<file path="config.mk">
export PLATFORM = sky130hd
export DESIGN_NAME = round_robin_time_slice_scheduler_flat
export DESIGN_NICKNAME = d
export VERILOG_FILES = /design/src/sv/rrts_pkg.sv /design/src/sv/rrts_stream_if.sv /design/src/sv/rrts_cell.sv /design/src/sv/round_robin_time_slice_scheduler.sv /design/src/flat_wrapper.sv
export SDC_FILE = /design/constraint.sdc
export NUM_CORES = 1
export LEC_CHECK = 0
export BUFFER_PORTS_ARGS = -buffer_cell sky130_fd_sc_hd__buf_2
export CAP_MARGIN = 10
export CORE_MARGIN = 2
export CORE_UTILIZATION = 50
export CTS_CLUSTER_DIAMETER = 120
export CTS_CLUSTER_SIZE = 8
export DETAILED_ROUTE_END_ITERATION = 7
export PLACE_DENSITY = 0.66
export SLEW_MARGIN = 20
export SYNTH_ARGS = -nofsm -noshare
export SYNTH_HDL_FRONTEND = slang
export SYNTH_SLANG_ARGS = --single-unit
</file>
<file path="constraint.sdc">
create_clock -name clk_i -period 11.7 [get_ports clk_i]
set_input_delay 2.34 -clock clk_i [delete_from_list [all_inputs] [get_ports clk_i]]
set_output_delay 2.34 -clock clk_i [all_outputs]
set_load 0.1 [all_outputs]
</file>
<file path="src/sv/rrts_pkg.sv">
// Shared types and constants of the round-robin time-slice scheduler.
`timescale 1ns / 1ps

package rrts_pkg;

  localparam int unsigned IdW    = 8;
  localparam int unsigned LenW   = 8;
  localparam int unsigned TickW  = 16;
  localparam int unsigned SliceW = 8;
  localparam int unsigned CfgW   = 16;
  localparam int unsigned CfgIdxW = 1;

  localparam logic [CfgIdxW-1:0] CfgSliceLength     = 1'd0;
  localparam logic [CfgIdxW-1:0] CfgAdmissionWindow = 1'd1;

  localparam logic [SliceW-1:0] SliceLengthReset     = 8'd4;
  localparam logic [TickW-1:0]  AdmissionWindowReset = 16'd100;
  localparam logic [TickW-1:0]  TickMax              = 16'hFFFF;
  localparam logic [LenW-1:0]   ServedMax            = 8'hFF;

  localparam logic FuncArrival = 1'b0;
  localparam logic FuncTick    = 1'b1;

  typedef enum logic [1:0] {
    CELL_HOLD  = 2'd0,
    CELL_LOAD  = 2'd1,
    CELL_SHIFT = 2'd2
  } cell_op_e;

  typedef struct packed {
    logic [IdW-1:0]   id;
    logic [LenW-1:0]  need;
    logic [LenW-1:0]  served;
    logic [TickW-1:0] start;
    logic             started;
  } entry_t;

  typedef struct packed {
    cell_op_e op;
    entry_t   data;
  } cell_ctrl_t;

  typedef struct packed {
    logic             func;
    logic [IdW-1:0]   job_id;
    logic [LenW-1:0]  job_length;
  } in_item_t;

  typedef struct packed {
    logic             idle;
    logic [IdW-1:0]   running_id;
    logic             finished;
    logic [TickW-1:0] first_tick;
    logic [TickW-1:0] last_tick;
    logic             all_done;
  } out_item_t;

endpackage

</file>
<file path="src/sv/rrts_stream_if.sv">
// Valid/ready stream channel carrying one payload item per beat.
`timescale 1ns / 1ps

interface rrts_stream_if #(
  parameter type payload_t = logic
);
  logic     valid;
  logic     ready;
  payload_t data;

  modport source (output valid, output data, input ready);
  modport sink (input valid, input data, output ready);
endinterface

</file>
<file path="src/sv/rrts_cell.sv">
// One queue entry of the scheduler; shifts from its upper neighbor on removal.
`timescale 1ns / 1ps

module rrts_cell #(
  parameter int unsigned SlotW = 4,
  parameter int unsigned Idx   = 0
) (
  input  logic               clk_i,
  input  rrts_pkg::cell_ctrl_t ctrl_i,
  input  logic [SlotW-1:0]   sel_i,
  input  rrts_pkg::entry_t   nb_i,
  output rrts_pkg::entry_t   entry_o
);

  localparam logic [SlotW-1:0] MyIdx = SlotW'(Idx);

  rrts_pkg::entry_t entry_q;
  rrts_pkg::entry_t entry_d;

  always_comb begin
    entry_d = entry_q;
    case (ctrl_i.op)
      rrts_pkg::CELL_LOAD: begin
        if (sel_i == MyIdx) entry_d = ctrl_i.data;
      end
      rrts_pkg::CELL_SHIFT: begin
        // Entries at and above the removed slot move down by one place.
        if (MyIdx >= sel_i) entry_d = nb_i;
      end
      default: entry_d = entry_q;
    endcase
  end

  always_ff @(posedge clk_i) begin
    entry_q <= entry_d;
  end

  assign entry_o = entry_q;

endmodule

</file>
<file path="src/sv/round_robin_time_slice_scheduler.sv">
// Top level of the round-robin time-slice scheduler: control and cell row.
`timescale 1ns / 1ps

// Usage:
// in_i carries items: func 0 appends a job (id, length) to the ready queue,
// func 1 is one scheduler tick. out_o carries one result beat per tick and
// none per arrival: the served job id or idle, a finished flag with the job's
// first and last tick, and all_done once the window has passed and the
// queue is empty. cfg_we_i/cfg_idx_i/cfg_wdata_i write slice_length (index 0)
// and admission_window (index 1); write them only while the block is idle.
// The queue is a row of QueueDepth cells; removing an entry shifts all cells
// above it down by one place together.
// A tick passes a choose step, a serve step and an output step, and its
// result is then registered; an idle or done tick skips the serve step.
// Every unstarted job dropped after the window adds another serve and
// choose step. A new item is taken once the previous one is done, while
// its result may still wait in the output register; a stalled receiver
// holds the next tick result in the output stage.
// Reset clears the queue count, tick counter and selection and loads the
// register defaults (slice 4, window 100); queue contents need no clearing.
module round_robin_time_slice_scheduler #(
  parameter int unsigned QueueDepth = 16
) (
  input  logic                            clk_i,
  input  logic                            rst_ni,
  input  logic                            cfg_we_i,
  input  logic [rrts_pkg::CfgIdxW-1:0]    cfg_idx_i,
  input  logic [rrts_pkg::CfgW-1:0]       cfg_wdata_i,
  rrts_stream_if.sink                     in_i,
  rrts_stream_if.source                   out_o
);

  localparam int unsigned SlotW = (QueueDepth > 1) ? $clog2(QueueDepth) : 1;
  localparam int unsigned CntW  = $clog2(QueueDepth + 1);
  localparam logic [CntW-1:0] CntMax = CntW'(QueueDepth);

  localparam logic [1:0] ST_IDLE   = 2'd0;
  localparam logic [1:0] ST_CHOOSE = 2'd1;
  localparam logic [1:0] ST_SERVE  = 2'd2;
  localparam logic [1:0] ST_EMIT   = 2'd3;

  logic [1:0]                   state_q, state_d;
  logic [CntW-1:0]              cnt_q, cnt_d;
  logic [SlotW-1:0]             slot_q, slot_d;
  logic                         cur_vld_q, cur_vld_d;
  logic [rrts_pkg::SliceW-1:0]  used_q, used_d;
  logic [rrts_pkg::TickW-1:0]   tick_q, tick_d;
  logic [rrts_pkg::SliceW-1:0]  slice_len_q;
  logic [rrts_pkg::TickW-1:0]   window_q;
  rrts_pkg::out_item_t          res_q, res_d;
  logic                         out_vld_q, out_vld_d;
  rrts_pkg::out_item_t          out_data_q;
  logic                         out_load;

  rrts_pkg::cell_ctrl_t         ctrl;
  logic [SlotW-1:0]             sel;
  rrts_pkg::entry_t             entries [QueueDepth];
  rrts_pkg::entry_t             cur;
  rrts_pkg::entry_t             upd;

  logic                         in_acc;
  logic                         late;
  logic [rrts_pkg::TickW-1:0]   tick_inc;
  logic [CntW-1:0]              slot_ext;
  logic [CntW-1:0]              slot_nx;
  logic [CntW-1:0]              cnt_dec;

  // Row of queue cells.
  for (genvar i = 0; i < QueueDepth; i++) begin : g_cell
    rrts_pkg::entry_t nb;
    if (i == QueueDepth - 1) begin : g_last
      assign nb = entries[i];
    end else begin : g_mid
      assign nb = entries[i+1];
    end
    rrts_cell #(
      .SlotW (SlotW),
      .Idx   (i)
    ) u_cell (
      .clk_i   (clk_i),
      .ctrl_i  (ctrl),
      .sel_i   (sel),
      .nb_i    (nb),
      .entry_o (entries[i])
    );
  end

  assign in_i.ready = (state_q == ST_IDLE);
  assign in_acc     = in_i.valid & in_i.ready;
  assign late       = (tick_q >= window_q);
  assign tick_inc   = (tick_q != rrts_pkg::TickMax) ? tick_q + 1'b1 : tick_q;
  assign slot_ext   = CntW'(slot_q);
  assign slot_nx    = slot_ext + 1'b1;
  assign cnt_dec    = cnt_q - 1'b1;
  assign cur        = entries[slot_q];
  assign out_load   = (state_q == ST_EMIT) && (!out_vld_q || out_o.ready);

  always_comb begin
    state_d   = state_q;
    cnt_d     = cnt_q;
    slot_d    = slot_q;
    cur_vld_d = cur_vld_q;
    used_d    = used_q;
    tick_d    = tick_q;
    res_d     = res_q;
    ctrl      = '{op: rrts_pkg::CELL_HOLD, data: cur};
    sel       = slot_q;
    upd       = cur;

    case (state_q)
      ST_IDLE: begin
        if (in_acc) begin
          if (in_i.data.func == rrts_pkg::FuncTick) begin
            state_d = ST_CHOOSE;
          end else if (!late && cnt_q < CntMax) begin
            ctrl.op           = rrts_pkg::CELL_LOAD;
            ctrl.data.id      = in_i.data.job_id;
            ctrl.data.need    = in_i.data.job_length;
            ctrl.data.served  = '0;
            ctrl.data.start   = '0;
            ctrl.data.started = 1'b0;
            sel               = cnt_q[SlotW-1:0];
            cnt_d             = cnt_q + 1'b1;
          end
        end
      end

      ST_CHOOSE: begin
        res_d = '0;
        if (late && cnt_q == '0) begin
          res_d.idle     = 1'b1;
          res_d.all_done = 1'b1;
          state_d        = ST_EMIT;
        end else begin
          if (!cur_vld_q || slot_ext >= cnt_q) begin
            used_d    = '0;
            slot_d    = '0;
            cur_vld_d = (cnt_q != '0);
          end else if (used_q == slice_len_q) begin
            used_d = '0;
            slot_d = (slot_nx >= cnt_q) ? '0 : slot_nx[SlotW-1:0];
          end
          if (!cur_vld_d) begin
            res_d.idle = 1'b1;
            tick_d     = tick_inc;
            state_d    = ST_EMIT;
          end else begin
            state_d = ST_SERVE;
          end
        end
      end

      ST_SERVE: begin
        if (late && !cur.started) begin
          // Unstarted job after the window: drop it and choose again.
          ctrl.op   = rrts_pkg::CELL_SHIFT;
          cnt_d     = cnt_dec;
          cur_vld_d = (slot_ext < cnt_dec);
          used_d    = '0;
          state_d   = ST_CHOOSE;
        end else begin
          upd = cur;
          if (!cur.started) begin
            upd.start   = tick_q;
            upd.started = 1'b1;
          end
          if (cur.served != rrts_pkg::ServedMax) upd.served = cur.served + 1'b1;
          res_d.running_id = cur.id;
          used_d           = used_q + 1'b1;
          if (upd.served >= upd.need) begin
            res_d.finished   = 1'b1;
            res_d.first_tick = upd.start;
            res_d.last_tick  = tick_q;
            ctrl.op          = rrts_pkg::CELL_SHIFT;
            cnt_d            = cnt_dec;
            cur_vld_d        = (slot_ext < cnt_dec);
            used_d           = '0;
          end else begin
            ctrl.op   = rrts_pkg::CELL_LOAD;
            ctrl.data = upd;
          end
          tick_d  = tick_inc;
          state_d = ST_EMIT;
        end
      end

      ST_EMIT: begin
        if (out_load) state_d = ST_IDLE;
      end

      default: state_d = ST_IDLE;
    endcase
  end

  assign out_vld_d = out_load | (out_vld_q & ~out_o.ready);

  always_ff @(posedge clk_i or negedge rst_ni) begin
    if (!rst_ni) begin
      state_q     <= ST_IDLE;
      cnt_q       <= '0;
      slot_q      <= '0;
      cur_vld_q   <= 1'b0;
      used_q      <= '0;
      tick_q      <= '0;
      slice_len_q <= rrts_pkg::SliceLengthReset;
      window_q    <= rrts_pkg::AdmissionWindowReset;
      out_vld_q   <= 1'b0;
    end else begin
      state_q   <= state_d;
      cnt_q     <= cnt_d;
      slot_q    <= slot_d;
      cur_vld_q <= cur_vld_d;
      used_q    <= used_d;
      tick_q    <= tick_d;
      out_vld_q <= out_vld_d;
      if (cfg_we_i) begin
        case (cfg_idx_i)
          rrts_pkg::CfgSliceLength:     slice_len_q <= cfg_wdata_i[rrts_pkg::SliceW-1:0];
          rrts_pkg::CfgAdmissionWindow: window_q    <= cfg_wdata_i;
          default: ;
        endcase
      end
    end
  end

  always_ff @(posedge clk_i) begin
    res_q <= res_d;
    if (out_load) out_data_q <= res_q;
  end

  assign out_o.valid = out_vld_q;
  assign out_o.data  = out_data_q;

  a_cnt_bound: assert property (@(posedge clk_i) disable iff (!rst_ni)
    cnt_q <= CntMax)
    else $error("queue count exceeds depth");

  a_arrival_grows: assert property (@(posedge clk_i) disable iff (!rst_ni)
    in_acc && in_i.data.func == rrts_pkg::FuncArrival && !late && cnt_q < CntMax
    |=> cnt_q == $past(cnt_q) + 1'b1)
    else $error("admitted arrival did not enter the queue");

  a_serve_valid: assert property (@(posedge clk_i) disable iff (!rst_ni)
    state_q == ST_SERVE |-> cur_vld_q && slot_ext < cnt_q)
    else $error("serving a slot outside the queue");

  a_tick_starts: assert property (@(posedge clk_i) disable iff (!rst_ni)
    in_acc && in_i.data.func == rrts_pkg::FuncTick |=> state_q == ST_CHOOSE)
    else $error("accepted tick did not start a choose step");

  a_tick_monotonic: assert property (@(posedge clk_i) disable iff (!rst_ni)
    state_q != ST_IDLE |=> tick_q >= $past(tick_q))
    else $error("tick counter went backward");

endmodule

</file>
<file path="src/flat_wrapper.sv">
// flat-port wrapper written by rule: the top's interface ports become plain ports
module round_robin_time_slice_scheduler_flat 
#(
  parameter int unsigned QueueDepth = 16
)
  (clk_i, rst_ni, cfg_we_i, cfg_idx_i, cfg_wdata_i, in_i_valid, in_i_data, in_i_ready, out_o_valid, out_o_data, out_o_ready);
  rrts_stream_if #(.payload_t(rrts_pkg::in_item_t)) in_i_i ();
  rrts_stream_if #(.payload_t(rrts_pkg::out_item_t)) out_o_i ();
  input  logic clk_i;
  input  logic rst_ni;
  input  logic cfg_we_i;
  input  logic [rrts_pkg::CfgIdxW-1:0] cfg_idx_i;
  input  logic [rrts_pkg::CfgW-1:0] cfg_wdata_i;
  input wire logic [$bits(in_i_i.valid)-1:0] in_i_valid;
  input wire logic [$bits(in_i_i.data)-1:0] in_i_data;
  output wire logic [$bits(in_i_i.ready)-1:0] in_i_ready;
  output wire logic [$bits(out_o_i.valid)-1:0] out_o_valid;
  output wire logic [$bits(out_o_i.data)-1:0] out_o_data;
  input wire logic [$bits(out_o_i.ready)-1:0] out_o_ready;
  assign in_i_i.valid = in_i_valid;
  assign in_i_i.data = in_i_data;
  assign in_i_ready = in_i_i.ready;
  assign out_o_valid = out_o_i.valid;
  assign out_o_data = out_o_i.data;
  assign out_o_i.ready = out_o_ready;
  round_robin_time_slice_scheduler #(.QueueDepth(QueueDepth)) u_core (.clk_i(clk_i), .rst_ni(rst_ni), .cfg_we_i(cfg_we_i), .cfg_idx_i(cfg_idx_i), .cfg_wdata_i(cfg_wdata_i), .in_i(in_i_i), .out_o(out_o_i));
endmodule
</file>
==> reports/results.txt <==
The routed design uses 48.2 mm of met2 wire. The worst setup path is captured at a flip-flop. Max-cap violations in this run came to 0. On the worst path, the slowest cell contributes a delay of 1.05 ns. In this run the remaining antenna-violating nets after routing total 0. The top cell type by total area after synthesis is sky130_fd_sc_hd__edfxtp_1. The per-instance average area after synthesis came out at 12.7 um^2. The number of storage elements in the synthesis netlist is 803, and the maximum clock path buffer count is 3. The total cell area at the placement stage is 40300 um^2. The worst hold path begins at u_core.res_q[20]. The portion of the clock cycle consumed by the worst path in the final layout was 0.740. The wire length per cell was 23.1 um. After filler insertion, the fill cell instance count of the layout stands at 6345. The number of cells traversed by the worst register-to-register path came out at 22. For this block, the initial DRC count from the detailed router was 2441. Via count of the first global-routing pass: 25746.

The total count of max-transition violations in the final report was 0; the share of post-route cells with drive strength above 1 was 0.176. The startpoint identified for the worst register-to-register timing path is u_core.slot_q[0]. The first global-routing pass estimated 150 mm of wire.

Along the worst hold path, the cell count comes to 0. By area the synthesized netlist is led by sky130_fd_sc_hd__edfxtp_1 (57%), sky130_fd_sc_hd__mux4_2 (11%), sky130_fd_sc_hd__nand2_1 (6.1%). The number of input and output port buffers inserted was 83.

After clock tree synthesis, the flow added hold-fix buffers numbering 0. In this run the register-to-register setup slack is 3.04 ns. The count of vias placed by the detailed router was 24661.

The run gives 0 as the number of setup buffers added after CTS. The cell type group with the largest total delay on the critical path is buffers and inverters. The area added between synthesis and finish is 10.6%.

After global routing the overflow that remains totals 0. The H-tree generated during clock tree synthesis spans 3 levels. The run finished with clean final reports. The total routed wire length on the met1 layer came out at 40.0 mm. After clock tree synthesis, the clock-pin slew on the worst setup and hold paths is 0.05 ns.

The congestion estimate from routability-driven global placement came to 0.826. Among all flip-flop cells after synthesis, the most frequent one is sky130_fd_sc_hd__edfxtp_1. Largest clock skew in the final design: 0.0263 ns.

For the final routed database, the setup TNS stands at 0 ns. Counting every sink on the clock net gives 803. Setup repair after global routing left no endpoint under its margin.

The met3 routed wirelength was 5.57 mm. Data arrives at the worst endpoint at 8.95 ns. The initial antenna violation count came out at 0.

Walking the worst path, the cells encountered are buf_4, buf_4, nand3_1, nand4_1, a21oi_2, and3_1, a21oi_1, nor2_1, ha_1, o21ai_0, a21oi_1, or2_2, nand2_1, nand2_1, nand2_1, inv_1, ha_4, buf_4, nand2_1, nand2_1, a21oi_4, buf_4. In this run the cell area of the synthesized design comes to 39100 um^2. By instance count, the cell type seen most on the critical path is sky130_fd_sc_hd__nand2_1. The fraction of post-synthesis cell area in the top cell type by area was 0.569; the floorplan core area was 77500 um^2.

The estimated wirelength of the detail-placed design came out at 59.2 mm. The type of element launching the critical path is a flip-flop. The kind of path behind the tightest hold check was reg -> reg. For the finished layout, the period the worst path requires is 8.66 ns. The post-route standard cell area excluding fillers came out at 43300 um^2. In the synthesized netlist, the cells that appear most often are sky130_fd_sc_hd__edfxtp_1 (742), sky130_fd_sc_hd__nand2_1 (641), sky130_fd_sc_hd__inv_1 (329). Wires add up to 97.0 mm. The detail-routed via count per cell is 5.88, and the boundary pin count is 84. Counting every net in the synthesized netlist gives 3169.

For the worst setup path, the data required time is 11.99 ns. The critical-path maximum fanout works out to 76. The path with the worst hold slack has its endpoint at u_core.out_o.data[20].

The number of flops mapped to enable cells by yosys was 742; the yosys synthesis warning count was 0. The run gives 0 as the total count of hold-check failures in the final report. The tools report the global-route usage over all layers as 0.241.

Entering global routing, the biggest net connects 115 pins. The post-synthesis async set-or-reset flop share is 0.0760. The multi-input combinational cells in the finished layout cover a total of 13200 um^2. Counting both buffers and inverters, the worst setup path holds a total of 5.

In this run the vertical extent of the chip is 284 um. The floorplan step defined a die boundary enclosing 80500 um^2. The run gives 0 as the count of inserted antenna diode cells. The sequential cell area was 23800 um^2.

For the worst-skew pair, the clock arrives at the later sink with an insertion delay of 0.67 ns. Synthesis produced a netlist whose cell count is 3081. The remaining max-slew budget at the tightest pin was 0.255. The largest individual stage delay along the critical path comes from the cell sky130_fd_sc_hd__dfrtp_4. For this run, the post-layout net count is 3203. The endpoint identified for the worst register-to-register timing path is u_core.g_cell[7].u_cell.entry_o[31]. The most common cell in the synthesized netlist is sky130_fd_sc_hd__edfxtp_1.

Top routing layer in use: met4. TritonCTS built the clock tree. For the part of the Yosys area used for sequential elements, the log shows 0.609. Static timing analysis puts the maximum clock frequency at 115 MHz. The die is 284 um wide.

By startpoint and endpoint, the worst setup path is classified as reg -> reg. For the number of placement rows, the log shows 102. The first detailed-routing pass took 6 iterations.

The tools report the buffer cell driving the clock tree root as sky130_fd_sc_hd__clkbuf_16. Clock tree synthesis inserted a total of 110 buffers. The number of gates given a new drive strength after cts is 0, and the remaining routing DRC violations is 0. The final setup violation count is 0, and the starting density of the core is 0.505. The actual slew at the worst max-slew pin was 1.12 ns; the unique cell type count in the Yosys netlist was 84.
## layout by cell type, fill, tap and decap left out, types with 16 or more instances in the layout
| cell type | n |
|---|---|
| sky130_fd_sc_hd__a21o_1 | 22 |
| sky130_fd_sc_hd__a21oi_1 | 304 |
| sky130_fd_sc_hd__a22o_1 | 16 |
| sky130_fd_sc_hd__a32o_1 | 17 |
| sky130_fd_sc_hd__and2_1 | 27 |
| sky130_fd_sc_hd__buf_2 | 83 |
| sky130_fd_sc_hd__buf_4 | 38 |
| sky130_fd_sc_hd__clkbuf_1 | 32 |
| sky130_fd_sc_hd__clkbuf_16 | 110 |
| sky130_fd_sc_hd__dfrtp_1 | 54 |
| sky130_fd_sc_hd__edfxtp_1 | 742 |
| sky130_fd_sc_hd__ha_1 | 48 |
| sky130_fd_sc_hd__inv_1 | 329 |
| sky130_fd_sc_hd__mux2_2 | 29 |
| sky130_fd_sc_hd__mux2i_1 | 41 |
| sky130_fd_sc_hd__mux4_2 | 188 |
| sky130_fd_sc_hd__nand2_1 | 640 |
| sky130_fd_sc_hd__nand3_1 | 48 |
| sky130_fd_sc_hd__nand4_1 | 16 |
| sky130_fd_sc_hd__nor2_1 | 54 |
| sky130_fd_sc_hd__nor2_2 | 16 |
| sky130_fd_sc_hd__nor2b_1 | 21 |
| sky130_fd_sc_hd__nor3_1 | 29 |
| sky130_fd_sc_hd__o21ai_0 | 34 |
| sky130_fd_sc_hd__xnor2_1 | 27 |
## metrics by stage
step / std cells / hold slack (ns) / utilization / worst slack (ns)
floorplan: 3081 / 0.400 / - / 2.59
global placement: 4042 / 0.401 / 0.520 / 3.01
detailed placement: 4042 / 0.405 / 0.520 / 2.86
CTS: 4191 / 0.416 / 0.559 / 2.87
global route: 4192 / 0.419 / 0.559 / 2.34
finish: 4192 / 0.415 / 0.559 / 3.04
## area by class of cell
cell class              count  area share
flip-flops and latches    803       0.550
repair buffers            123      0.0167
multi-input cells        1745       0.305
clock inverters             7     0.00237
inverters                 332      0.0288
well taps                1040      0.0301
clock buffers             142      0.0664
## worst max path at each step
stage	from	end	slack, ns	cells after the start
floorplan	u_core.slot_q[0]	u_core.g_cell[5].u_cell.entry_o[0]	2.59	28
global placement	u_core.slot_q[0]	u_core.g_cell[0].u_cell.entry_o[36]	3.01	20
detailed placement	u_core.slot_q[0]	u_core.g_cell[0].u_cell.entry_o[36]	2.86	19
CTS	u_core.slot_q[0]	u_core.g_cell[0].u_cell.entry_o[31]	2.87	19
global route	u_core.slot_q[0]	u_core.g_cell[12].u_cell.entry_o[30]	2.34	20
finish	u_core.slot_q[0]	u_core.g_cell[7].u_cell.entry_o[31]	3.04	22
## flip-flops by register name (all words and copies together), names as in the netlist, 4 cells and up
register and flops:
u_core.slot_q 4, u_core.res_q 43, u_core.used_q 8, u_core.g_cell.u_cell.entry_o 656, u_core.slice_len_q 8, u_core.window_q 16, u_core.out_o.data 43, u_core.tick_q 16
u_core.cnt_q 5
## metal layers
metal | up-vias | GRT usage
li1 | 11126 | -
met1 | 12466 | 0.316
met2 | 887 | 0.409
met3 | 182 | 0.0357
met4 | 0 | 0.0870
met5 | - | 0
## cells by family after synthesis
kind of cell	count (synthesis)	share of synthesized area
buffers and inverters	533	0.0591
flip-flops	803	0.609
AO/OA/AOI/OAI	497	0.0822
XOR/XNOR	34	0.00761
multiplexers	259	0.127
adder cells (fa/ha/maj)	49	0.0157
AND/OR/NAND/NOR	906	0.0995
Power is not shown: default switching activity piles up to over one toggle a cycle in this logic, so the estimate is an artifact.
